--- config.mk ---
export PLATFORM = sky130hd
export DESIGN_NAME = fit_policy_block_allocator_core
export DESIGN_NICKNAME = d
export VERILOG_FILES = /design/src/rtl/fpba_pkg.sv /design/src/rtl/fpba_front.sv /design/src/rtl/fpba_queue.sv /design/src/rtl/fpba_back.sv /design/src/rtl/fit_policy_block_allocator_core.sv
export VERILOG_INCLUDE_DIRS = /design/src /design/src/rtl
export SDC_FILE = /design/constraint.sdc
export NUM_CORES = 1
export LEC_CHECK = 0
export BUFFER_PORTS_ARGS = -buffer_cell sky130_fd_sc_hd__buf_4
export CORE_ASPECT_RATIO = 0.7
export CORE_MARGIN = 2
export CORE_UTILIZATION = 55
export CTS_CLUSTER_SIZE = 10
export DETAILED_ROUTE_END_ITERATION = 10
export PLACE_DENSITY = 0.72
export SLEW_MARGIN = 20
export SYNTH_ARGS = -nofsm -noshare
export SYNTH_HDL_FRONTEND = slang
export SYNTH_HIERARCHICAL = 1
export SYNTH_SLANG_ARGS = --single-unit
--- constraint.sdc ---
create_clock -name clk -period 8 [get_ports clk]
set_clock_uncertainty 0.05 [all_clocks]
set_input_delay 1.6 -clock clk [delete_from_list [all_inputs] [get_ports clk]]
set_output_delay 1.6 -clock clk [all_outputs]
set_load 0.05 [all_outputs]
--- src/rtl/fit_policy_block_allocator_core_defines.svh ---
// ----------------------------------------------------------------------------
// fit_policy_block_allocator_core_defines.svh
// Assertion macros used by the allocator RTL (fpba_back).
// ----------------------------------------------------------------------------
`ifndef FIT_POLICY_BLOCK_ALLOCATOR_CORE_DEFINES_SVH
`define FIT_POLICY_BLOCK_ALLOCATOR_CORE_DEFINES_SVH

// Checked only out of reset.
`define FPBA_ASSERT(lbl, prop, msg) \
  lbl: assert property (@(posedge clk) disable iff (!rst_n) prop) else $error(msg);

// Checked on every edge, reset included.
`define FPBA_ASSERT_ALWAYS(lbl, prop, msg) \
  lbl: assert property (@(posedge clk) prop) else $error(msg);

`endif

--- src/rtl/fpba_pkg.sv ---
// ----------------------------------------------------------------------------
// fpba_pkg
// Types and constants of the fit-policy block allocator.
// ----------------------------------------------------------------------------
package fpba_pkg;

  localparam int NUM_BLOCKS = 16;
  localparam int SIZE_BITS  = 16;
  localparam int IDX_W      = (NUM_BLOCKS > 1) ? $clog2(NUM_BLOCKS) : 1;
  localparam int CNT_W      = $clog2(NUM_BLOCKS + 1);

  // Command queue between front and back
  localparam int QDEPTH = 2;
  localparam int QPTR_W = $clog2(QDEPTH);
  localparam int QCNT_W = $clog2(QDEPTH + 1);

  // Command field
  localparam logic CMD_LOAD  = 1'b0;
  localparam logic CMD_ALLOC = 1'b1;

  // Classified operations
  localparam logic [1:0] OP_LOAD     = 2'd0;
  localparam logic [1:0] OP_LOAD_BAD = 2'd1;
  localparam logic [1:0] OP_ALLOC    = 2'd2;

  // Fit policy codes (anything else acts as first fit)
  localparam logic [1:0] POL_FIRST = 2'd0;
  localparam logic [1:0] POL_BEST  = 2'd1;
  localparam logic [1:0] POL_WORST = 2'd2;

  // Configuration register indexes
  localparam logic [1:0] CFG_FIT_POLICY    = 2'd0;
  localparam logic [1:0] CFG_BLOCKS_IN_USE = 2'd1;

  typedef struct packed {
    logic [1:0]           op;
    logic [IDX_W-1:0]     idx;
    logic [SIZE_BITS-1:0] size;
    logic                 eob;
  } q_entry_t;

  typedef struct packed {
    logic [1:0] fit_policy;
    logic [4:0] blocks_in_use;
  } cfg_t;

endpackage

--- src/rtl/fpba_front.sv ---
// ----------------------------------------------------------------------------
// fpba_front
// Accepts input transfers and classifies them into queue entries.
// ----------------------------------------------------------------------------
module fpba_front (
  input  logic                 in_valid,
  output logic                 in_stall,
  input  logic                 in_command,
  input  logic [3:0]           in_block_index,
  input  logic [15:0]          in_size_value,
  input  logic                 in_end_of_batch,
  input  logic                 q_full,
  output logic                 q_push,
  output fpba_pkg::q_entry_t   q_wdata
);
  import fpba_pkg::*;

  logic load_ok;

  assign in_stall = q_full;
  assign q_push   = in_valid && !q_full;

  // Loads beyond the table answer with no grant
  assign load_ok = (int'(in_block_index) < NUM_BLOCKS);

  always_comb begin
    q_wdata.idx  = IDX_W'(in_block_index);
    q_wdata.size = SIZE_BITS'(in_size_value);
    q_wdata.eob  = in_end_of_batch;
    if (in_command == CMD_ALLOC) begin
      q_wdata.op = OP_ALLOC;
    end else if (load_ok) begin
      q_wdata.op = OP_LOAD;
    end else begin
      q_wdata.op = OP_LOAD_BAD;
    end
  end

endmodule

--- src/rtl/fpba_queue.sv ---
// ----------------------------------------------------------------------------
// fpba_queue
// Short command FIFO decoupling the front from the allocation engine.
// ----------------------------------------------------------------------------
module fpba_queue (
  input  logic                clk,
  input  logic                rst_n,
  input  logic                push,
  input  fpba_pkg::q_entry_t  wdata,
  output logic                full,
  input  logic                pop,
  output logic                valid,
  output fpba_pkg::q_entry_t  rdata
);
  import fpba_pkg::*;

  q_entry_t          mem_r [QDEPTH];
  logic [QPTR_W-1:0] wptr_r, wptr_nxt;
  logic [QPTR_W-1:0] rptr_r, rptr_nxt;
  logic [QCNT_W-1:0] cnt_r, cnt_nxt;
  logic              do_push, do_pop;

  assign full    = (cnt_r == QCNT_W'(QDEPTH));
  assign valid   = (cnt_r != '0);
  assign rdata   = mem_r[rptr_r];
  assign do_push = push && !full;
  assign do_pop  = pop && valid;

  always_comb begin
    wptr_nxt = wptr_r;
    rptr_nxt = rptr_r;
    cnt_nxt  = cnt_r;
    if (do_push) begin
      wptr_nxt = (wptr_r == QPTR_W'(QDEPTH - 1)) ? '0 : wptr_r + QPTR_W'(1);
    end
    if (do_pop) begin
      rptr_nxt = (rptr_r == QPTR_W'(QDEPTH - 1)) ? '0 : rptr_r + QPTR_W'(1);
    end
    if (do_push && !do_pop) begin
      cnt_nxt = cnt_r + QCNT_W'(1);
    end else if (do_pop && !do_push) begin
      cnt_nxt = cnt_r - QCNT_W'(1);
    end
  end

  always_ff @(posedge clk) begin
    if (!rst_n) begin
      wptr_r <= '0;
      rptr_r <= '0;
      cnt_r  <= '0;
    end else begin
      wptr_r <= wptr_nxt;
      rptr_r <= rptr_nxt;
      cnt_r  <= cnt_nxt;
    end
  end

  always_ff @(posedge clk) begin
    if (do_push) begin
      mem_r[wptr_r] <= wdata;
    end
  end

endmodule

--- src/rtl/fpba_back.sv ---
// ----------------------------------------------------------------------------
// fpba_back
// Block table, sequential fit scan and result register.
// ----------------------------------------------------------------------------
`include "fit_policy_block_allocator_core_defines.svh"

module fpba_back (
  input  logic                clk,
  input  logic                rst_n,
  input  fpba_pkg::cfg_t      cfg,
  input  logic                q_valid,
  input  fpba_pkg::q_entry_t  q_rdata,
  output logic                q_pop,
  output logic                out_valid,
  input  logic                out_stall,
  output logic                out_granted,
  output logic [3:0]          out_chosen_block,
  output logic [15:0]         out_remaining_after,
  output logic                out_batch_end
);
  import fpba_pkg::*;

  localparam logic [1:0] ST_IDLE   = 2'd0;
  localparam logic [1:0] ST_SCAN   = 2'd1;
  localparam logic [1:0] ST_FINISH = 2'd2;

  logic [SIZE_BITS-1:0] tbl_r [NUM_BLOCKS];

  logic [1:0]           state_r, state_nxt;
  logic [CNT_W-1:0]     cnt_r, cnt_nxt;
  logic [CNT_W-1:0]     limit_r, limit_nxt;
  logic                 found_r, found_nxt;
  logic [IDX_W-1:0]     pick_r, pick_nxt;
  logic [SIZE_BITS-1:0] best_r, best_nxt;
  logic [SIZE_BITS-1:0] req_r, req_nxt;
  logic                 is_load_r, is_load_nxt;
  logic                 eob_r, eob_nxt;

  logic                 out_valid_r;
  logic                 out_granted_r;
  logic [3:0]           out_chosen_r;
  logic [15:0]          out_remain_r;
  logic                 out_eob_r;

  logic [CNT_W-1:0]     lim;
  logic [CNT_W-1:0]     cnt_inc;
  logic [SIZE_BITS-1:0] scan_val;
  logic                 fits, take, first_only, pol_best, pol_worst;
  logic                 out_free, commit;
  logic [SIZE_BITS-1:0] wr_val;

  assign pol_best   = (cfg.fit_policy == POL_BEST);
  assign pol_worst  = (cfg.fit_policy == POL_WORST);
  assign first_only = !pol_best && !pol_worst;

  assign lim = (int'(cfg.blocks_in_use) > NUM_BLOCKS) ? CNT_W'(NUM_BLOCKS)
                                                       : CNT_W'(cfg.blocks_in_use);

  assign cnt_inc  = cnt_r + CNT_W'(1);
  assign scan_val = tbl_r[cnt_r[IDX_W-1:0]];
  assign fits     = (scan_val >= req_r);
  assign take     = fits && (!found_r || (pol_best && scan_val < best_r) ||
                             (pol_worst && scan_val > best_r));

  assign out_free = !out_valid_r || !out_stall;
  assign commit   = (state_r == ST_FINISH) && out_free;
  assign wr_val   = is_load_r ? req_r : best_r - req_r;

  always_comb begin
    state_nxt   = state_r;
    cnt_nxt     = cnt_r;
    limit_nxt   = limit_r;
    found_nxt   = found_r;
    pick_nxt    = pick_r;
    best_nxt    = best_r;
    req_nxt     = req_r;
    is_load_nxt = is_load_r;
    eob_nxt     = eob_r;
    q_pop       = 1'b0;
    case (state_r)
      ST_IDLE: begin
        if (q_valid) begin
          q_pop       = 1'b1;
          req_nxt     = q_rdata.size;
          eob_nxt     = q_rdata.eob;
          is_load_nxt = (q_rdata.op != OP_ALLOC);
          found_nxt   = (q_rdata.op == OP_LOAD);
          pick_nxt    = (q_rdata.op == OP_ALLOC) ? '0 : q_rdata.idx;
          cnt_nxt     = '0;
          limit_nxt   = lim;
          if (q_rdata.op == OP_ALLOC && lim != '0) begin
            state_nxt = ST_SCAN;
          end else begin
            state_nxt = ST_FINISH;
          end
        end
      end
      ST_SCAN: begin
        cnt_nxt = cnt_inc;
        if (take) begin
          found_nxt = 1'b1;
          pick_nxt  = cnt_r[IDX_W-1:0];
          best_nxt  = scan_val;
        end
        // first fit stops at the first hit
        if (cnt_inc == limit_r || (fits && !found_r && first_only)) begin
          state_nxt = ST_FINISH;
        end
      end
      ST_FINISH: begin
        if (out_free) begin
          state_nxt = ST_IDLE;
        end
      end
      default: begin
        state_nxt = ST_IDLE;
      end
    endcase
  end

  always_ff @(posedge clk) begin
    if (!rst_n) begin
      state_r     <= ST_IDLE;
      out_valid_r <= 1'b0;
      for (int i = 0; i < NUM_BLOCKS; i++) begin
        tbl_r[i] <= '0;
      end
    end else begin
      state_r <= state_nxt;
      if (commit) begin
        out_valid_r <= 1'b1;
      end else if (!out_stall) begin
        out_valid_r <= 1'b0;
      end
      if (commit && found_r) begin
        tbl_r[pick_r] <= wr_val;
      end
    end
  end

  always_ff @(posedge clk) begin
    cnt_r     <= cnt_nxt;
    limit_r   <= limit_nxt;
    found_r   <= found_nxt;
    pick_r    <= pick_nxt;
    best_r    <= best_nxt;
    req_r     <= req_nxt;
    is_load_r <= is_load_nxt;
    eob_r     <= eob_nxt;
    if (commit) begin
      out_granted_r <= found_r;
      out_chosen_r  <= found_r ? 4'(pick_r) : 4'd0;
      out_remain_r  <= found_r ? 16'(wr_val) : 16'd0;
      out_eob_r     <= eob_r;
    end
  end

  assign out_valid           = out_valid_r;
  assign out_granted         = out_granted_r;
  assign out_chosen_block    = out_chosen_r;
  assign out_remaining_after = out_remain_r;
  assign out_batch_end       = out_eob_r;

  `FPBA_ASSERT(a_scan_in_range, (state_r == ST_SCAN) |-> (cnt_r < limit_r), "scan past limit")
  `FPBA_ASSERT(a_pop_when_idle, q_pop |-> (state_r == ST_IDLE), "queue popped while busy")
  `FPBA_ASSERT(a_commit_shows, commit |=> out_valid_r, "committed result not presented")
  `FPBA_ASSERT(a_hit_fits, (state_r == ST_SCAN && found_r && !is_load_r) |-> (best_r >= req_r), "held candidate does not fit")
  `FPBA_ASSERT_ALWAYS(a_rst_idle, !rst_n |=> (state_r == ST_IDLE && !out_valid_r), "reset did not clear engine")

endmodule

--- src/rtl/fit_policy_block_allocator_core.sv ---
// ----------------------------------------------------------------------------
// fit_policy_block_allocator_core
// Table of block sizes with first/best/worst fit allocation.
// ----------------------------------------------------------------------------
// Usage:
//   Input channel (in_valid/in_stall): command 0 loads in_size_value into
//   block in_block_index, command 1 allocates in_size_value from the table.
//   Result channel (out_valid/out_stall): one transfer per input, giving the
//   grant flag, the chosen block and its remaining size, and the batch mark.
//   Config port (cfg_valid/cfg_ready, always ready): index 0 fit policy,
//   index 1 blocks scanned by allocate. Write only while the block is idle.
//   Order: an input waits in the command queue, is popped in the idle state,
//   scans N blocks for an allocate (N = min of blocks_in_use and 16, less
//   when first fit hits early), one table entry per cycle, then is written
//   to the output register. The engine holds one command at a time.
//   A 2-entry command queue lets input transfers continue during a scan.
//   Reset clears the table to zero, policy to first fit, scan count to 16.
//   A stalled result holds in the output register; the engine finishes its
//   current item and waits, and the queue then fills and stalls the input.
// ----------------------------------------------------------------------------
module fit_policy_block_allocator_core (
  input  logic        clk,
  input  logic        rst_n,
  input  logic        in_valid,
  output logic        in_stall,
  input  logic        in_command,
  input  logic [3:0]  in_block_index,
  input  logic [15:0] in_size_value,
  input  logic        in_end_of_batch,
  output logic        out_valid,
  input  logic        out_stall,
  output logic        out_granted,
  output logic [3:0]  out_chosen_block,
  output logic [15:0] out_remaining_after,
  output logic        out_batch_end,
  input  logic        cfg_valid,
  output logic        cfg_ready,
  input  logic [1:0]  cfg_index,
  input  logic [4:0]  cfg_data
);
  import fpba_pkg::*;

  cfg_t     cfg_r;
  logic     q_full, q_push, q_pop, q_valid;
  q_entry_t q_wdata, q_rdata;

  assign cfg_ready = 1'b1;

  always_ff @(posedge clk) begin
    if (!rst_n) begin
      cfg_r.fit_policy    <= POL_FIRST;
      cfg_r.blocks_in_use <= 5'(NUM_BLOCKS);
    end else if (cfg_valid && cfg_ready) begin
      case (cfg_index)
        CFG_FIT_POLICY:    cfg_r.fit_policy    <= cfg_data[1:0];
        CFG_BLOCKS_IN_USE: cfg_r.blocks_in_use <= cfg_data;
        default: ;
      endcase
    end
  end

  fpba_front u_front (
    .in_valid        (in_valid),
    .in_stall        (in_stall),
    .in_command      (in_command),
    .in_block_index  (in_block_index),
    .in_size_value   (in_size_value),
    .in_end_of_batch (in_end_of_batch),
    .q_full          (q_full),
    .q_push          (q_push),
    .q_wdata         (q_wdata)
  );

  fpba_queue u_queue (
    .clk   (clk),
    .rst_n (rst_n),
    .push  (q_push),
    .wdata (q_wdata),
    .full  (q_full),
    .pop   (q_pop),
    .valid (q_valid),
    .rdata (q_rdata)
  );

  fpba_back u_back (
    .clk                 (clk),
    .rst_n               (rst_n),
    .cfg                 (cfg_r),
    .q_valid             (q_valid),
    .q_rdata             (q_rdata),
    .q_pop               (q_pop),
    .out_valid           (out_valid),
    .out_stall           (out_stall),
    .out_granted         (out_granted),
    .out_chosen_block    (out_chosen_block),
    .out_remaining_after (out_remaining_after),
    .out_batch_end       (out_batch_end)
  );

endmodule
==> summary.md <==
| Metric | Value |
|---|---|
| Outcome | completed |
| WL final | 47600 um |
| Placer's final routability congestion estimate | between 0.9 and 1 |
| WP data arrival | 5480 ps |
| Worst Tran Pin Value | roughly 1300 ps |
| Post-route minimum period | 5250 ps |
| Yosys Warn Count | 6 |
| Core Box Area | 0.0323 sq mm |
| Post-route ant nets | 0 |
| Final setup fails | 0 |
| Sequential cell area fraction in the yosys report | 64.2% |
| Synth Area in Compound Gates | 5.09% |
| Mapped Cells | approximately 1300 |
| XOR/XNOR Fraction of Synth Area | less than 1% |
| Setup CP Type | flip-flop to flip-flop |
| Final worst slack | 2750 ps |
| CTS Sinks | 392 |
| Die width | roughly 220 um |
| Cell Chain, Critical Path | buf_4 -> mux4_2 -> mux4_2 -> ha_1 -> a211o_1 -> a31oi_1 -> o221ai_1 -> a211oi_1 -> nand2b_1 -> nor2_1 -> buf_4 |
| Maximum buffer depth of the clock tree | 3 |
| PwrDens | 362 mW/mm^2 |
| Worst-path fanout max | 33 |
| Area of the multi-input gates | 0.00578 sq mm |
| Post-CTS setup buffer count | 0 |
| Num CTS Buffers | 45 |
| Initial DRC Count | around 1600 |
| DRC | 0 |
| Design Power | 7210 uW |
| Hold Fails Final Rpt | 0 |
| Slew Limit Fails | 0 |
| CP startpoint kind | flip-flop |
| R2R Setup Slk | approximately 2800 ps |
| Hold Crit Depth | 0 |
| Largest family of logic cells by synthesized area | multiplexers |
| Main synth FF type | edfxtp_1 |
| RSZ-0062 raised after global routing | false |
| Post-cts hold buffer count | 0 |
| Worst-skew pair later-pin latency | 560 ps |
| Via count | 11174 |
| Port Buffers | 57 |
| Die height | 156 um |
| Buf/Inv on CP | 2 |
| Fill count | 2423 |
| Fmax | 191 MHz |
| First-pass GRT wire length | 70200 um |
| Sequential cell area | 0.0116 sq mm |
| Detailed Place HPWL | approximately 30000 um |
| Placed Cells | 1675 |
| Synth Area in Simple Gates | 10.2% |
| Num ports | 59 |
| Non-Filler Instances | ~1700 |
| Synthesized area per cell | 14.3 sq um |
| Largest cells by area after synthesis | edfxtp_1 62%, mux4_2 10%, nor2_1 5.0%, ha_1 3.5%, dfxtp_1 2.1% |
| Initial antenna violation count | 0 |
| Synth Net Count | 1350 |
| Worst Path Required | 8230 ps |
| Unique masters post-synth | 76 |
| Worst slew margin | 13.7% |
| Asr flop ratio synth | 0% |
| Mux cell area share after synthesis | 12.1% |
| Starting density of the core | 55.8% |
| Post-Syn Area | 0.0180 sq mm |
| Yosys top cell area share | 62.1% |
| Crit end category | flip-flop |
| Wire per inst | between 20 and 30 um |
| Largest net degree at the start of global routing | 37 |
| DRT Pass-1 Iters | 7 |
| CTS-repair resized insts | 0 |
| CTS tree | yes |
| Max incr delay on CP | around 950 ps |
| Adder-cell share of the synthesized area | 3.65% |
| Setup WS pre-CTS | 2870 ps |
| Die footprint | 0.0343 sq mm |
| Setup TNS Final | 0 ps |
| GR Util All Layers | 28.7% |
| Nets | 1381 |
| Layout cells sized above 1 | 20.4% |
| Hold Crit Class | flip-flop to flip-flop |
| Vias in the first global route | 10902 |
| N_diodes | 0 |
| Critical path depth in cells | 11 |
| Worst-path clk slew | ~60 ps |
| Site Rows | 55 |
| Static Leak | 0.00725 uW |
| Yosys top cell by area | edfxtp_1 |
| Hold path endpoint | u_back/out_batch_end |
| GR Overflow Total | 0 |
| Max-Cap Viols | 0 |
| Reg2reg path depth | 11 |
| Register bit total from synthesis | 392 |
| FF-to-FF End | u_back/best_r[11] |
| Syn-to-layout area delta | 10.4% |
| Largest delay share family, worst path | compound AO/OA/AOI/OAI gates |
| Tcrit/Tclk final | 65.6% |
| Root Buffer | clkbuf_16 |
| Number of synthesized flops with an enable pin | roughly 370 |
| Via-per-instance ratio | 6.45 |
| Maximum vdd drop | between 200 and 300 uV |
| Hold wc startpoint | u_back/eob_r |
| Master of the slowest instance on the critical path | dfxtp_2 |
| H-tree Lvls | 2 |
==> registers in the layout (all words and copies together), names as in the netlist, named ones only <==
register and flops:
u_back/best_r 16, u_queue/rptr_r 1, u_back/out_chosen_block 4, u_back/pick_r 4
u_back/found_r 1, u_back/tbl_r 256, u_back/req_r 16, cfg_r 7
u_back/eob_r 1, u_back/out_granted 1, u_back/limit_r 5, u_back/out_remaining_after 16
u_queue/mem_r 46, u_back/cnt_r 5, u_queue/wptr_r 1, u_queue/cnt_r 2
u_back/state_r 2, u_back/out_batch_end 1, u_back/out_valid 1, u_back/is_load_r 1
==> routing by layer <==
layer	up-vias	track usage (%)	wire (um)
li1	4746	-	-
met1	5562	42.3	19200
met2	757	40.5	20400
met3	107	9.47	6550
met4	2	9.14	1440
met5	-	1.74	64
==> logic make-up after synthesis <==
kind of cell	Yosys count
compound gates	126
xor+xnor	17
fa+ha+maj	52
buf+inv	145
flops	392
mux	114
other cells	2
simple gates	416
==> worst reg2reg max path: cells and delay by family, from the launching register on <==
family,cells,cell delay [ps]
adders and majority gates,1,350
AOI/OAI and AO/OA,4,1520
buffers and inverters,2,810
and+or+nand+nor,2,300
muxes,2,990
DFF,1,950
==> cells in the mapped netlist (4+ instances only) <==
cell	instances
nand4_1	4
a211o_1	4
xnor2_1	9
a31oi_1	4
edfxtp_1	373
clkbuf_1	48
nor3_1	49
o31a_1	4
o31ai_1	5
nand2_1	54
buf_4	27
inv_1	41
nand2b_1	7
a22o_1	4
a211oi_1	23
nand3_1	12
xor2_1	7
nor2b_1	13
mux2i_1	9
and2_1	8
o21a_1	6
nor2_1	242
ha_1	51
buf_1	4
or3_1	4
a21boi_0	4
a21oi_1	22
mux4_2	80
dfxtp_1	19
mux2_2	23
o21bai_1	4
buf_2	17
buf_6	5
a21o_1	10
o21ai_0	14
==> worst max path at each step <==
stage               slack (ps)           endpoint      start
floorplan                 3530   u_back/best_r[0]  flip-flop
global placement          3050   u_back/pick_r[3]  flip-flop
detailed placement        2870   u_back/pick_r[0]  flip-flop
CTS                       2880   u_back/pick_r[0]  flip-flop
global route              2590     u_back/found_r  flip-flop
finish                    2750  u_back/best_r[11]  flip-flop
==> cells in the final DEF (no fill, tap or decap), drive strengths merged, types with 5 or more instances in the layout <==
cell | synthesis | routed
ha | 51 | 51
xnor2 | 9 | 9
o31ai | 5 | 5
nand2 | 57 | 57
nand2b | 8 | 8
nor2 | 243 | 243
mux4 | 80 | 80
mux2 | 24 | 24
xor2 | 8 | 8
nor2b | 15 | 15
buf | 53 | 85
nand3 | 13 | 13
edfxtp | 373 | 373
dfxtp | 19 | 19
clkbuf | 48 | 56
a21oi | 22 | 22
mux2i | 10 | 10
o21ai | 16 | 16
nor3 | 50 | 50
a211oi | 24 | 24
and2 | 8 | 8
a21o | 10 | 10
inv | 43 | 44
o21a | 6 | 6
a21boi | 5 | 5
==> power breakdown <==
part	internal, uW	switching [uW]	leakage, uW
Clock	1030	762	0.000590
Sequential	2600	254	0.00389
Combinational	954	1610	0.00277
==> stage by stage <==
stage	area, sq um	hold WS (ps)	utilization [%]
4_1_cts	19900	387	61.6
5_1_grt	19900	401	61.6
3_5_place_dp	18700	387	57.8
2_1_floorplan	18000	350	-
6_report	19900	398	61.6
3_3_place_gp	18700	357	57.8
==> layout make-up <==
| cell class | instances | share of cell area (%) |
|---|---|---|
| clock buffers | 56 | 5.97 |
| clock inverters | 2 | 0.126 |
| inverters | 44 | 0.829 |
| multi-input cells | 727 | 29.0 |
| flip-flops and latches | 392 | 58.2 |
| well taps | 427 | 2.68 |
| repair buffers | 85 | 3.22 |
No activity file was read; power rests on OpenSTA's default activity.
